<file path="src/separable_smooth_gradient_laplacian_core_macros.svh">
// Assertion macros for the separable smoothing core.
// Used by the top level; expects clk and rst_n in scope.
`ifndef SEPARABLE_SMOOTH_GRADIENT_LAPLACIAN_CORE_MACROS_SVH
`define SEPARABLE_SMOOTH_GRADIENT_LAPLACIAN_CORE_MACROS_SVH

// same-cycle implication
`define SSGL_ASSERT_IMP(lbl, ante, cons, msg) \
    lbl: assert property (@(posedge clk) disable iff (!rst_n) (ante) |-> (cons)) \
        else $error(msg);

// next-cycle implication
`define SSGL_ASSERT_NXT(lbl, ante, cons, msg) \
    lbl: assert property (@(posedge clk) disable iff (!rst_n) (ante) |=> (cons)) \
        else $error(msg);

`endif

</file>
<file path="src/ssgl_pkg.sv">
// Shared types, codes and helpers for the separable smoothing core.
// No dependencies.
package ssgl_pkg;

    localparam int CW = 10;   // signed coordinate before folding
    localparam int PW = 11;   // fold period 2*(n-1)
    localparam int MW = 10;   // folded position
    localparam int DW = 9;    // image dimension register
    localparam int TW = 6;    // tap count register
    localparam int OW = 6;    // origin register
    localparam int IN_TDATA_W  = 56;
    localparam int OUT_TDATA_W = 96;

    typedef enum logic [1:0] {
        ACT_TAP   = 2'd0,
        ACT_PIXEL = 2'd1,
        ACT_QUERY = 2'd2,
        ACT_NONE  = 2'd3
    } action_t;

    typedef enum logic [2:0] {
        CFG_WIDTH   = 3'd0,
        CFG_HEIGHT  = 3'd1,
        CFG_TAPS0   = 3'd2,
        CFG_TAPS1   = 3'd3,
        CFG_TAPS2   = 3'd4,
        CFG_ORIGIN0 = 3'd5,
        CFG_ORIGIN1 = 3'd6,
        CFG_ORIGIN2 = 3'd7
    } cfg_index_t;

    typedef enum logic [1:0] {
        KER_SMOOTH = 2'd0,
        KER_FIRST  = 2'd1,
        KER_SECOND = 2'd2,
        KER_NONE   = 2'd3
    } kernel_t;

    function automatic logic [MW-1:0] mirror_map(input logic [MW-1:0] m,
                                                 input logic [DW-1:0] n,
                                                 input logic [PW-1:0] p);
        logic [MW-1:0] r;
        if (p == '0)
            r = '0;
        else if (m >= MW'(n))
            r = MW'(p - PW'(m));
        else
            r = m;
        return r;
    endfunction

    function automatic logic [MW-1:0] mirror_step(input logic [MW-1:0] m,
                                                  input logic [PW-1:0] p);
        logic [MW-1:0] r;
        if (p == '0)
            r = '0;
        else if (PW'(m) + PW'(1) == p)
            r = '0;
        else
            r = m + MW'(1);
        return r;
    endfunction

    // vertical kernel of each pass: sm, grad a, grad b, lap a, lap b
    function automatic kernel_t pass_kv(input logic [2:0] pass);
        kernel_t k;
        case (pass)
            3'd2:    k = KER_FIRST;
            3'd4:    k = KER_SECOND;
            default: k = KER_SMOOTH;
        endcase
        return k;
    endfunction

    function automatic kernel_t pass_kh(input logic [2:0] pass);
        kernel_t k;
        case (pass)
            3'd1:    k = KER_FIRST;
            3'd3:    k = KER_SECOND;
            default: k = KER_SMOOTH;
        endcase
        return k;
    endfunction

endpackage

</file>
<file path="src/ssgl_mirror_div.sv">
// Iterative remainder unit: folds a coordinate into one mirror period.
// Depends on ssgl_pkg. A start while busy restarts the fold.
module ssgl_mirror_div (
    input  logic                         clk,
    input  logic                         rst_n,
    input  logic                         start,
    input  logic signed [ssgl_pkg::CW-1:0] coord,
    input  logic [ssgl_pkg::PW-1:0]      period,
    output logic                         done,
    output logic [ssgl_pkg::MW-1:0]      result
);
    import ssgl_pkg::*;

    localparam int VW = 18;

    logic [VW-1:0] v_reg, v_next;
    logic [2:0]    k_reg;
    logic          busy_reg, done_reg;
    logic [VW-1:0] shifted;

    assign shifted = VW'(period) << k_reg;

    always_comb
    begin
        v_next = v_reg;
        if (start)
            v_next = VW'(coord) + (VW'(period) << 5);
        else if (busy_reg && v_reg >= shifted)
            v_next = v_reg - shifted;
    end

    always_ff @(posedge clk or negedge rst_n)
    begin
        if (!rst_n)
        begin
            busy_reg <= 1'b0;
            done_reg <= 1'b0;
            k_reg    <= '0;
        end
        else
        begin
            done_reg <= 1'b0;
            if (start)
            begin
                busy_reg <= 1'b1;
                k_reg    <= 3'd7;
            end
            else if (busy_reg)
            begin
                k_reg <= k_reg - 3'd1;
                if (k_reg == 3'd0)
                begin
                    busy_reg <= 1'b0;
                    done_reg <= 1'b1;
                end
            end
        end
    end

    always_ff @(posedge clk)
    begin
        v_reg <= v_next;
    end

    assign done   = done_reg;
    assign result = (period == '0) ? '0 : v_reg[MW-1:0];
endmodule

</file>
<file path="config.mk">
export PLATFORM = sky130hd
export DESIGN_NAME = ssgl_mirror_div
export DESIGN_NICKNAME = d
export VERILOG_FILES = /design/src/separable_smooth_gradient_laplacian_core_macros.svh /design/src/ssgl_pkg.sv /design/src/ssgl_mirror_div.sv
export SDC_FILE = /design/constraint.sdc
export NUM_CORES = 1
export LEC_CHECK = 0
export ABC_AREA = 1
export BUFFER_PORTS_ARGS = -buffer_cell sky130_fd_sc_hd__buf_2
export CORE_AREA = 2 2 115 117
export DETAILED_ROUTE_END_ITERATION = 6
export DIE_AREA = 0 0 117 119
export PLACE_DENSITY = 0.36
export SLEW_MARGIN = 20
export SYNTH_ARGS = -nofsm -noshare
export SYNTH_HDL_FRONTEND = slang
export SYNTH_SLANG_ARGS = --single-unit
</file>
<file path="constraint.sdc">
create_clock -name clk -period 7.9 [get_ports clk]
set_input_delay 1.185 -clock clk [delete_from_list [all_inputs] [get_ports clk]]
set_output_delay 1.185 -clock clk [all_outputs]
set_load 0.02 [all_outputs]
</file>
==> impl_metrics.env <==
export IMPL_status="finished clean"
export IMPL_fin_hold_ws_ps=596
export IMPL_worst_r2r_cell_count=15
export IMPL_cp_slowest_cell="ha_1"
export IMPL_powerDensity_nw_per_um2=316
export IMPL_critical_path_arrival_ps=3780
export IMPL_grt_ovfl_total=0
export IMPL_row_count=42
export IMPL_fin_skew_ps=2.01
export IMPL_crit_end="v_reg[17]"
export IMPL_antenna_found_initial=0
export IMPL_core_um2=12900
export IMPL_netlist_top_cells_count="nand2_1 (149), inv_1 (56), nor2_1 (44)"
export IMPL_synth_avg_cell_area_um2=6.29
export IMPL_drc=0
export IMPL_antennaDiodeCount=0
export IMPL_yosys_area_top_type="nand2_1"
export IMPL_routed_wl_mm=9.58
export IMPL_finalSetupTns_ps=0
export IMPL_drv_cap=0
export IMPL_wl_per_cell_um=14.1
export IMPL_tritoncts="done"
export IMPL_fin_nets=564
export IMPL_reg2reg_to="v_reg[17]"
export IMPL_cts_setup_buffers=0
export IMPL_slew_headroom_pct=56.4
export IMPL_vdd_drop_max_v=0.0000766
export IMPL_fmax_ghz=0.263
export IMPL_stdcell_area_um2=3420
export IMPL_drt_pre_antenna_iters=7
export IMPL_worst_pin_slew_ps=655
export IMPL_port_buffers=34
export IMPL_yosys_area_top_type_share_pct=18.6
export IMPL_synthesis_nets=535
export IMPL_fin_crit_sh_pct=48.2
export IMPL_drive_gt1_share_pct=10.1
export IMPL_cts_buffers=3
export IMPL_crit_fanout=12
export IMPL_setup_ws_ps=4090
export IMPL_initial_core_util_pct=23.3
export IMPL_rsz0062_at_grt="false"
export IMPL_track_usage_pct=14.3
export IMPL_drtIter0Drc=129
export IMPL_crit_required_ps=7870
export IMPL_final_hold_viol_count=0
export IMPL_finalSetupViolCount=0
export IMPL_vias_per_cell=4.51
export IMPL_period_minus_slack_ps=3810
export IMPL_synth_cell_types=36
export IMPL_clockBufferDepth=2
export IMPL_holdBufCountCts=0
export IMPL_ant_nets=0
export IMPL_ys_flop_type="edfxtp_1"
export IMPL_die_w_um=117
export IMPL_seq_area_frac_synth_pct=22.2
export IMPL_grt_max_degree=29
export IMPL_io_pins=35
export IMPL_clkSinkCount=23
export IMPL_synth_seq_cells=23
export IMPL_synth_edf_count=18
export IMPL_insertion_delay_ps=270
export IMPL_placed_area_um2=3340
export IMPL_max_stage_delay_ps=380
export IMPL_min_path_type="reg2reg"
export IMPL_place_hpwl_mm=8.02
export IMPL_grt_pass1_wl_mm=15.2
export IMPL_gp_congestion=0.868
export IMPL_leakage_nw=1.71
export IMPL_path_cells="buf_2 -> inv_1 -> o21ai_0 -> o21ai_0 -> or2_2 -> ha_1 -> nand2_1 -> o21ai_2 -> nand2_2 -> nand2_2 -> nand2_2 -> nand2_1 -> nand2_1 -> a21oi_2 -> buf_4"
export IMPL_crit_type="in2reg"
export IMPL_crit_buf_inv=3
export IMPL_r2r_start="k_reg[0]"
export IMPL_worstSetupPathDepth=15
export IMPL_worst_setup_path_end_kind="flip-flop"
export IMPL_critPathLaunchType="input pin"
export IMPL_dp_slack_ps=3760
export IMPL_cp_startpoint="period[1]"
export IMPL_yosysMostFrequentCell="nand2_1"
export IMPL_dieArea_um2=13900
export IMPL_ys_warn_count=0
export IMPL_synthCells=477
export IMPL_synth_area_leaders="nand2_1 (19%), edfxtp_1 (18%), ha_1 (13%), inv_1 (7.0%), o21ai_0 (7.0%)"
export IMPL_cts_resized_gates=0
export IMPL_syn_area_um2=3000
export IMPL_largest_reg_flops=18
export IMPL_path_clk_slew_ps=70
export IMPL_grt_pass1_vias=2972
export IMPL_critPathTopFamily="compound AO/OA/AOI/OAI gates"
export IMPL_chipHeight_um=119
export IMPL_root_buffer="clkbuf_16"
export IMPL_drv_slew=0
export IMPL_area_delta_synth_final_pct=13.9
export IMPL_h_tree_depth=1
export IMPL_vias=3068
export IMPL_synthArstFlopShare_pct=21.7
export IMPL_reg2reg_setup_slack_ps=4440
stage by stage:
stage | total power (W) | std cells | util [%]
finish | 0.00108 | 681 | 26.6
CTS | 0.00109 | 681 | 26.6
detailed placement | 0.000965 | 677 | 25.9
global placement | 0.000973 | 677 | 25.9
floorplan | 0.000771 | 477 | -
global route | 0.00120 | 681 | 26.6
area by class of cell:
type                            count  area (µm²)
Timing Repair Buffer               35         178
Clock inverter                      1        7.51
Clock buffer                        3        75.1
Tap cell                          176         220
Sequential cell                    23         666
Multi-Input combinational cell    384        2050
Fill cell                        1496        9460
Inverter                           59         221
worst min path at each step:
stage	end	slack, ps	start	depth (start not counted)
6_report	k_reg[1]	600	busy_reg	1
5_1_grt	k_reg[1]	640	busy_reg	1
4_1_cts	k_reg[1]	610	busy_reg	1
3_5_place_dp	k_reg[1]	610	busy_reg	1
3_3_place_gp	k_reg[0]	600	busy_reg	1
2_1_floorplan	k_reg[0]	530	busy_reg	1
power by group:
part	total [W]	internal, W	switching (W)	leakage [nW]
combinational	0.000722	0.000254	0.000468	1.44
sequential	0.000236	0.000204	0.0000323	0.238
clock	0.000123	0.0000691	0.0000542	0.0371
logic make-up after synthesis:
family | count (synthesis) | synth area share [%]
and+or+nand+nor | 252 | 35.4
AOI/OAI and AO/OA | 90 | 15.8
buffers and inverters | 70 | 9.46
adders and majority gates | 34 | 14.7
DFF | 23 | 22.2
xor gates and xnor gates | 6 | 1.75
muxes | 2 | 0.667
layer usage:
metal / up-vias / part of all wire (%) / track usage [%]
met5: - / 0 / 0
li1: 1640 / - / -
met1: 1367 / 50 / 20.5
met3: 7 / 3.4 / 1.22
met4: 0 / 1.4 / 3.82
met2: 54 / 46 / 22.9
placed cells by master (no fill, tap or decap), drive strengths merged, types with 4 or more instances in the layout:
| cell | netlist | final |
|---|---|---|
| buf | 9 | 35 |
| nor2 | 44 | 44 |
| nand3 | 32 | 32 |
| inv | 58 | 58 |
| a31oi | 4 | 4 |
| ha | 32 | 32 |
| a21oi | 33 | 33 |
| nand2 | 153 | 153 |
| o21ai | 48 | 48 |
| nand3b | 6 | 6 |
| nor3 | 6 | 6 |
| dfrtp | 5 | 5 |
| edfxtp | 18 | 18 |
No activity file was read; power rests on OpenSTA's default activity.
