<file path="config.mk">
export PLATFORM = sky130hd
export DESIGN_NAME = ssgl_sqrt
export DESIGN_NICKNAME = d
export VERILOG_FILES = /design/src/separable_smooth_gradient_laplacian_core_macros.svh /design/src/ssgl_pkg.sv /design/src/ssgl_sqrt.sv
export SDC_FILE = /design/constraint.sdc
export NUM_CORES = 1
export LEC_CHECK = 0
export BUFFER_PORTS_ARGS = -buffer_cell sky130_fd_sc_hd__buf_2
export CELL_PAD_IN_SITES_DETAIL_PLACEMENT = 1
export CELL_PAD_IN_SITES_GLOBAL_PLACEMENT = 2
export CORE_MARGIN = 3
export CORE_UTILIZATION = 40
export DETAILED_ROUTE_END_ITERATION = 8
export GPL_TIMING_DRIVEN = 1
export PLACE_DENSITY_LB_ADDON = 0.1
export SLEW_MARGIN = 20
export SYNTH_ARGS = -nofsm -noshare
export SYNTH_HDL_FRONTEND = slang
export SYNTH_SLANG_ARGS = --single-unit
</file>
<file path="constraint.sdc">
create_clock -name clk -period 16.5 [get_ports clk]
set_input_delay 0 -clock clk [delete_from_list [all_inputs] [get_ports clk]]
set_output_delay 0 -clock clk [all_outputs]
set_load 0.02 [all_outputs]
</file>
<file path="src/separable_smooth_gradient_laplacian_core_macros.svh">
// Assertion macros for the separable smoothing core.
// Used by the top level; expects clk and rst_n in scope.
`ifndef SEPARABLE_SMOOTH_GRADIENT_LAPLACIAN_CORE_MACROS_SVH
`define SEPARABLE_SMOOTH_GRADIENT_LAPLACIAN_CORE_MACROS_SVH

// same-cycle implication
`define SSGL_ASSERT_IMP(lbl, ante, cons, msg) \
    lbl: assert property (@(posedge clk) disable iff (!rst_n) (ante) |-> (cons)) \
        else $error(msg);

// next-cycle implication
`define SSGL_ASSERT_NXT(lbl, ante, cons, msg) \
    lbl: assert property (@(posedge clk) disable iff (!rst_n) (ante) |=> (cons)) \
        else $error(msg);

`endif

</file>
<file path="src/ssgl_pkg.sv">
// Shared types, codes and helpers for the separable smoothing core.
// No dependencies.
package ssgl_pkg;

    localparam int CW = 10;   // signed coordinate before folding
    localparam int PW = 11;   // fold period 2*(n-1)
    localparam int MW = 10;   // folded position
    localparam int DW = 9;    // image dimension register
    localparam int TW = 6;    // tap count register
    localparam int OW = 6;    // origin register
    localparam int IN_TDATA_W  = 56;
    localparam int OUT_TDATA_W = 96;

    typedef enum logic [1:0] {
        ACT_TAP   = 2'd0,
        ACT_PIXEL = 2'd1,
        ACT_QUERY = 2'd2,
        ACT_NONE  = 2'd3
    } action_t;

    typedef enum logic [2:0] {
        CFG_WIDTH   = 3'd0,
        CFG_HEIGHT  = 3'd1,
        CFG_TAPS0   = 3'd2,
        CFG_TAPS1   = 3'd3,
        CFG_TAPS2   = 3'd4,
        CFG_ORIGIN0 = 3'd5,
        CFG_ORIGIN1 = 3'd6,
        CFG_ORIGIN2 = 3'd7
    } cfg_index_t;

    typedef enum logic [1:0] {
        KER_SMOOTH = 2'd0,
        KER_FIRST  = 2'd1,
        KER_SECOND = 2'd2,
        KER_NONE   = 2'd3
    } kernel_t;

    function automatic logic [MW-1:0] mirror_map(input logic [MW-1:0] m,
                                                 input logic [DW-1:0] n,
                                                 input logic [PW-1:0] p);
        logic [MW-1:0] r;
        if (p == '0)
            r = '0;
        else if (m >= MW'(n))
            r = MW'(p - PW'(m));
        else
            r = m;
        return r;
    endfunction

    function automatic logic [MW-1:0] mirror_step(input logic [MW-1:0] m,
                                                  input logic [PW-1:0] p);
        logic [MW-1:0] r;
        if (p == '0)
            r = '0;
        else if (PW'(m) + PW'(1) == p)
            r = '0;
        else
            r = m + MW'(1);
        return r;
    endfunction

    // vertical kernel of each pass: sm, grad a, grad b, lap a, lap b
    function automatic kernel_t pass_kv(input logic [2:0] pass);
        kernel_t k;
        case (pass)
            3'd2:    k = KER_FIRST;
            3'd4:    k = KER_SECOND;
            default: k = KER_SMOOTH;
        endcase
        return k;
    endfunction

    function automatic kernel_t pass_kh(input logic [2:0] pass);
        kernel_t k;
        case (pass)
            3'd1:    k = KER_FIRST;
            3'd3:    k = KER_SECOND;
            default: k = KER_SMOOTH;
        endcase
        return k;
    endfunction

endpackage

</file>
<file path="src/ssgl_sqrt.sv">
// Bit-serial integer square root, two radicand bits per cycle.
// Depends on ssgl_pkg. Returns floor root and remainder.
module ssgl_sqrt (
    input  logic        clk,
    input  logic        rst_n,
    input  logic        start,
    input  logic [63:0] radicand,
    output logic        done,
    output logic [31:0] root,
    output logic [32:0] rem
);
    import ssgl_pkg::*;

    logic [63:0] s_reg, r_reg, bit_reg;
    logic        busy_reg, done_reg;
    logic [63:0] trial;

    assign trial = r_reg + bit_reg;

    always_ff @(posedge clk or negedge rst_n)
    begin
        if (!rst_n)
        begin
            busy_reg <= 1'b0;
            done_reg <= 1'b0;
        end
        else
        begin
            done_reg <= 1'b0;
            if (start)
                busy_reg <= 1'b1;
            else if (busy_reg && bit_reg[0])
            begin
                busy_reg <= 1'b0;
                done_reg <= 1'b1;
            end
        end
    end

    always_ff @(posedge clk)
    begin
        if (start)
        begin
            s_reg   <= radicand;
            r_reg   <= '0;
            bit_reg <= 64'h4000_0000_0000_0000;
        end
        else if (busy_reg)
        begin
            if (s_reg >= trial)
            begin
                s_reg <= s_reg - trial;
                r_reg <= (r_reg >> 1) + bit_reg;
            end
            else
            begin
                r_reg <= r_reg >> 1;
            end
            bit_reg <= bit_reg >> 2;
        end
    end

    assign done = done_reg;
    assign root = r_reg[31:0];
    assign rem  = s_reg[32:0];
endmodule

</file>
==> out/summary.txt, run 1 <==
status = finished clean
first-pass GRT wire length = 80800 µm
Min-Delay Path Depth = 4
hold_buf cts = 67
Hold EP = s_reg[46]$_DFFE_PP_
Pre-antenna DRT Iters = 5
Synth Area per Inst = 7.927 µm²
reg2reg start = r_reg[8]$_SDFFE_PP0P_
global placement routability congestion = 0.8868
Cell Chain, Critical Path = ha_1 -> nand4_1 -> nor3_1 -> a211o_1 -> o21ai_0 -> o41ai_2 -> a41o_1 -> and3_1 -> or2_1 -> nand4_1 -> a21boi_1 -> xnor2_1 -> ha_1 -> and4_1 -> nand2_1 -> nor3_1 -> nand4_1 -> o31ai_1 -> a221oi_1 -> o41ai_2 -> buf_4 -> nand2_1 -> nand2b_4
met2 Use GR = 44.08%
Critical Path Max Stage Delay = 0.71 ns
Clock Skew = 0.008894 ns
FP Rows = 71
global-route usage over all layers = 24.38%
largest net degree at the start of global routing = 157
Warnings, synthesis = 0
initial drt markers = 663
share of cells above drive strength 1 = 11.11%
max-cap violations = 0
DIE HEIGHT = 201.9 µm
synth top area cells = dfxtp_1 13%, edfxtp_1 13%, ha_1 11%
Clock Path Buffers = 2
pwr/cell area = 170.7 nW/µm²
top cell type's share of synthesized area = 12.52%
mapped cell area = 15350 µm²
Post-synth EDFFs = 64
Slew headroom = 31.96%
hold path start = radicand[46]
pins over their slew limit = 0
Crit Path Class = reg -> reg
Setup WS pre-CTS = 9.384 ns
final hold vios = 0
worst-case reg-to-reg path depth = 23
drt total wl = 50710 µm
Synth Register Bits = 162
Fillers = 4601
TNS Setup = 0 ns
fin nets = 2193
WP data arrival = 7.16 ns
maximum fanout along the worst path = 64
I/O pin total = 133
crit share post-route = 42.94%
number of distinct library cells after synthesis = 89
insertion delay to the later sink of the worst-skew pair = 0.45 ns
worst min-delay path category = in -> reg
via count = 14.39k
Critical Path Start Type = register
most frequent cells after synthesis = 217 x nand2_1, 203 x nor2_1, 154 x o21ai_0, 130 x ha_1, 122 x a21oi_1
routed len/inst = 20.13 µm
Post-synth ARST share = 1.235%
Ant. Diodes = 0
clock-pin transition on the worst setup and hold timing paths = 0.07 ns
Area growth, synth to finish = 11.23%
fin worst setup slack = 9.415 ns
setup violators final = 0
Initial Utilization = 40.65%
crit path capture type = register
CTS root buffer = clkbuf_16
count of input and output buffers = 132
Die X = 201.9 µm
Min Clock Period, post-route = 7.085 ns
Final Non-Filler Cells = 2519
post-detail-place hpwl = 38420 µm
sequential fraction of the synthesis area = 25.37%
leak pwr = 6.995 nW
RSZ-0062 raised after global routing = false
most frequent CP cell = nand4_1
cell taking the most area after synthesis = dfxtp_1
RR Endpoint = s_reg[0]$_DFFE_PP_
Residual DRC = 0
H-tree levels = 4
Mapped Nets = 2134
Peak VDD IR = 0.1459 mV
routed vias/inst = 5.714
placed insts = 2420
critical path's slowest cell = nand2b_4
CP bufs+invs = 1
most used routing layer = met2
reg2reg setup slack = 9.41 ns
kind of cell adding the most delay to the critical path = simple AND/OR/NAND/NOR gates
M1 GR Usage = 30.36%
post-synthesis cell count = 1936
CTS tree = yes
Sink Count = 162
via count of the first global-routing pass = 14.80k
met3 usage = 3.382%
Die ar. = 40750 µm²
setup bufs post-CTS = 0
CTS resizes = 0
total gr overflow = 0
Required @ worst endpoint = 16.57 ns
initial antenna violation count = 0
core area = 37760 µm²
antenna-violating nets left = 0
top-count cell post-synth = nand2_1
fmax = 141.1 MHz
worst-margin pin slew = 0.9949 ns
Num CTS Buffers = 17
Top FF cell, synth = dfxtp_1
## where the power goes
group          switching (mW)  internal [mW]  leakage, nW  total [mW]
logic                    1.14          0.675         5.24        1.82
registers               0.103          0.579         1.47       0.682
clock network           0.190          0.225        0.290       0.415
total                    1.43           1.48         6.99        2.91
## per-layer routing
metal  vias up  wire (µm)
li1       7166          -
met1      6962      22880
met2       210      25390
met3        56       1422
met4         0       1012
met5         -          0
## through the flow
stage | hold slack [ns] | util, % | power (mW) | instance area (µm²)
2_1_floorplan | -0.2956 | - | 2.066 | 15350
3_3_place_gp | -0.2159 | 41.90 | 2.459 | 15820
3_5_place_dp | -0.2129 | 41.90 | 2.488 | 15820
4_1_cts | 0.3330 | 45.21 | 2.929 | 17070
5_1_grt | 0.3626 | 45.21 | 3.159 | 17070
6_report | 0.3567 | 45.21 | 2.913 | 17070
## layout by cell type (no fill, tap or decap), types with 64 or more instances in the layout
cell             n
buf_2          131
xor2_1          84
dlygate4sd3_1   67
dfxtp_1         96
a21oi_1        122
ha_1           130
nand2_1        217
o21ai_0        154
nor2_1         203
xnor2_1         68
edfxtp_1        64
## area by class of cell
| cell class | count | area (µm²) | area share [%] |
|---|---|---|---|
| multi-input cells | 1576 | 10440 | 61.13 |
| flip-flops and latches | 162 | 3897 | 22.83 |
| repair buffers | 205 | 1395 | 8.173 |
| well taps | 511 | 639.4 | 3.746 |
| clock buffers | 17 | 425.4 | 2.492 |
| clock inverters | 15 | 153.9 | 0.9016 |
| inverters | 33 | 123.9 | 0.7256 |
## tightest hold or removal path, delay by kind of cell
family / cells / cell delay [ns]
compound gates: 1 / 0.06
buf+inv: 2 / 0.60
simple gates: 1 / 0.04
## cells by family (layout without fill, tap and decap cells)
family                   after synthesis  in the layout  share of synthesized area (%)
XOR/XNOR                             152            152                          8.674
adder cells (fa/ha/maj)              131            131                          10.73
buffers and inverters                198            270                          6.742
AND/OR/NAND/NOR                      628            628                          18.72
flip-flops                           162            162                          25.37
multiplexers                          42             42                          2.772
AO/OA/AOI/OAI                        623            623                          26.99
## worst max path at each step
stage | start | depth (start not counted) | endpoint | slack, ns
detailed placement | r_reg[8]$_SDFFE_PP0P_ | 23 | s_reg[27]$_DFFE_PP_ | 9.38
global route | r_reg[8]$_SDFFE_PP0P_ | 23 | s_reg[29]$_DFFE_PP_ | 8.69
CTS | r_reg[8]$_SDFFE_PP0P_ | 23 | s_reg[26]$_DFFE_PP_ | 9.34
finish | r_reg[8]$_SDFFE_PP0P_ | 23 | s_reg[0]$_DFFE_PP_ | 9.41
floorplan | r_reg[2]$_SDFFE_PP0P_ | 23 | s_reg[0]$_DFFE_PP_ | 10.02
global placement | r_reg[8]$_SDFFE_PP0P_ | 23 | s_reg[27]$_DFFE_PP_ | 9.63
Note: power is estimated with default switching activity, not from simulation.
==> run 2: changes to the inputs <==
Settings changed: CORE_UTILIZATION 40 to 37.
Clock period 16.5 ns to 6.76 ns, I/O delays scaled along.
==> out/summary.txt, run 2 (synthesis results as in run 1) <==
via count = 14.54k
I/O pin total = 133
setup violators final = 0
maximum fanout along the worst path = 25
reg2reg start = r_reg[16]$_SDFFE_PP0P_
fmax = 158.6 MHz
clock-pin transition on the worst setup and hold timing paths = 0.07 ns
initial antenna violation count = 0
initial drt markers = 722
crit share post-route = 93.27%
Peak VDD IR = 0.1898 mV
first-pass GRT wire length = 81810 µm
commonest cells after routing, fill and taps aside = 217 x nand2_1, 203 x nor2_1, 153 x o21ai_0
status = finished clean
Crit Path Class = reg -> reg
Pre-antenna DRT Iters = 5
pins over their slew limit = 0
share of cells above drive strength 1 = 12.23%
WP data arrival = 6.48 ns
Final Non-Filler Cells = 2553
leak pwr = 7.140 nW
Tot Pwr = 7.252 mW
Clock Skew = 0.009921 ns
Residual DRC = 0
insertion delay to the later sink of the worst-skew pair = 0.49 ns
max-cap violations = 0
placed insts = 2450
Die ar. = 43960 µm²
reg2reg setup slack = 0.46 ns
end-of-flow core utilization = 42.87%
Clock Path Buffers = 2
Slew headroom = 41.98%
Ant. Diodes = 0
core area = 40370 µm²
pwr/cell area = 419.0 nW/µm²
Min Clock Period, post-route = 6.305 ns
worst-margin pin slew = 0.8702 ns
Initial Utilization = 38.02%
largest net degree at the start of global routing = 73
routed len/inst = 20.43 µm
global placement routability congestion = 0.8896
Area after DPL = 15970 µm²
post-detail-place hpwl = 39430 µm
final hold vios = 0
hold path start = radicand[26]
crit path capture type = register
via count of the first global-routing pass = 14.96k
Area growth, synth to finish = 12.76%
Setup WS pre-CTS = 0.02908 ns
Hold Slack = 0.3215 ns
CTS root buffer = clkbuf_16
Sink Count = 162
global-route usage over all layers = 23.18%
TNS Setup = 0 ns
Required @ worst endpoint = 6.93 ns
Die X = 209.7 µm
FP Rows = 73
total gr overflow = 0
H-tree levels = 4
count of input and output buffers = 132
Worst Setup SP = r_reg[16]$_SDFFE_PP0P_
worst min-delay path category = in -> reg
routed vias/inst = 5.696
fin nets = 2213
Num CTS Buffers = 17
Finished Cell Area = 17310 µm²
antenna-violating nets left = 0
Critical Path Start Type = register
drt total wl = 52160 µm
DIE HEIGHT = 209.7 µm
most common cell after layout, fill and taps aside = nand2_1
CTS tree = yes
fin worst setup slack = 0.4550 ns
-- run 2: path summary, 6_finish.rpt --
path | to | cells past startpoint
max in group asynchronous | busy_reg$_DFFE_PN0P_ | 3
max | s_reg[17]$_DFFE_PP_ | 23
min in group asynchronous | busy_reg$_DFFE_PN0P_ | 3
min reg2reg | done$_DFF_PN0_ | 2
min | s_reg[26]$_DFFE_PP_ | 4
max reg2reg | s_reg[17]$_DFFE_PP_ | 23
-- run 2: layout make-up --
| type | count | area [µm²] |
|---|---|---|
| timing repair buffer | 224 | 1562 |
| clock inverter | 13 | 136.4 |
| sequential | 162 | 3900 |
| tap | 525 | 656.9 |
| clock buffer | 19 | 432.9 |
| multi-input combinational | 1577 | 10490 |
| fill | 4937 | 23070 |
| inverter | 33 | 123.9 |
-- run 2: layer usage --
layer | GRT usage (%) | wire length [µm] | vias up
li1 | - | - | 7219
met1 | 28.44 | 23490 | 7083
met2 | 41.78 | 26280 | 182
met3 | 3.124 | 1269 | 58
met4 | 7.575 | 1119 | 0
met5 | 0 | 0 | -
-- run 2: critical path, stage by stage (launching register included) --
cell and delay (ns):
dfxtp_1 0.43, ha_1 0.40, nand4_1 0.20, o21ai_0 0.35, a41o_1 0.24, a21oi_2 0.08, o31ai_4 0.31, a21oi_1 0.21
o31ai_2 0.39, nor3b_2 0.40, a21boi_1 0.17, o21bai_1 0.20, xnor2_1 0.12, ha_1 0.34, and4_1 0.29, nand2_1 0.09
nor3_2 0.17, nand4_1 0.15, buf_4 0.20, o41ai_2 0.33, buf_4 0.25, nand2_1 0.16, nand2b_4 0.19, buf_8 0.27
-- run 2: power by group --
group / switching (mW) / total (mW) / internal (mW) / leakage [nW]
sequential: 0.230 / 1.64 / 1.41 / 1.47
combinational: 2.87 / 4.60 / 1.74 / 5.39
clock: 0.471 / 1.01 / 0.543 / 0.282
total: 3.57 / 7.25 / 3.69 / 7.14
-- run 2: what timing repair did --
action                     4_1_cts  5_1_grt
buffers inserted                 0        3
setup endpoints to repair        0      126
hold endpoints to repair        79        0
resized for setup                0       14
hold buffers                    67        0
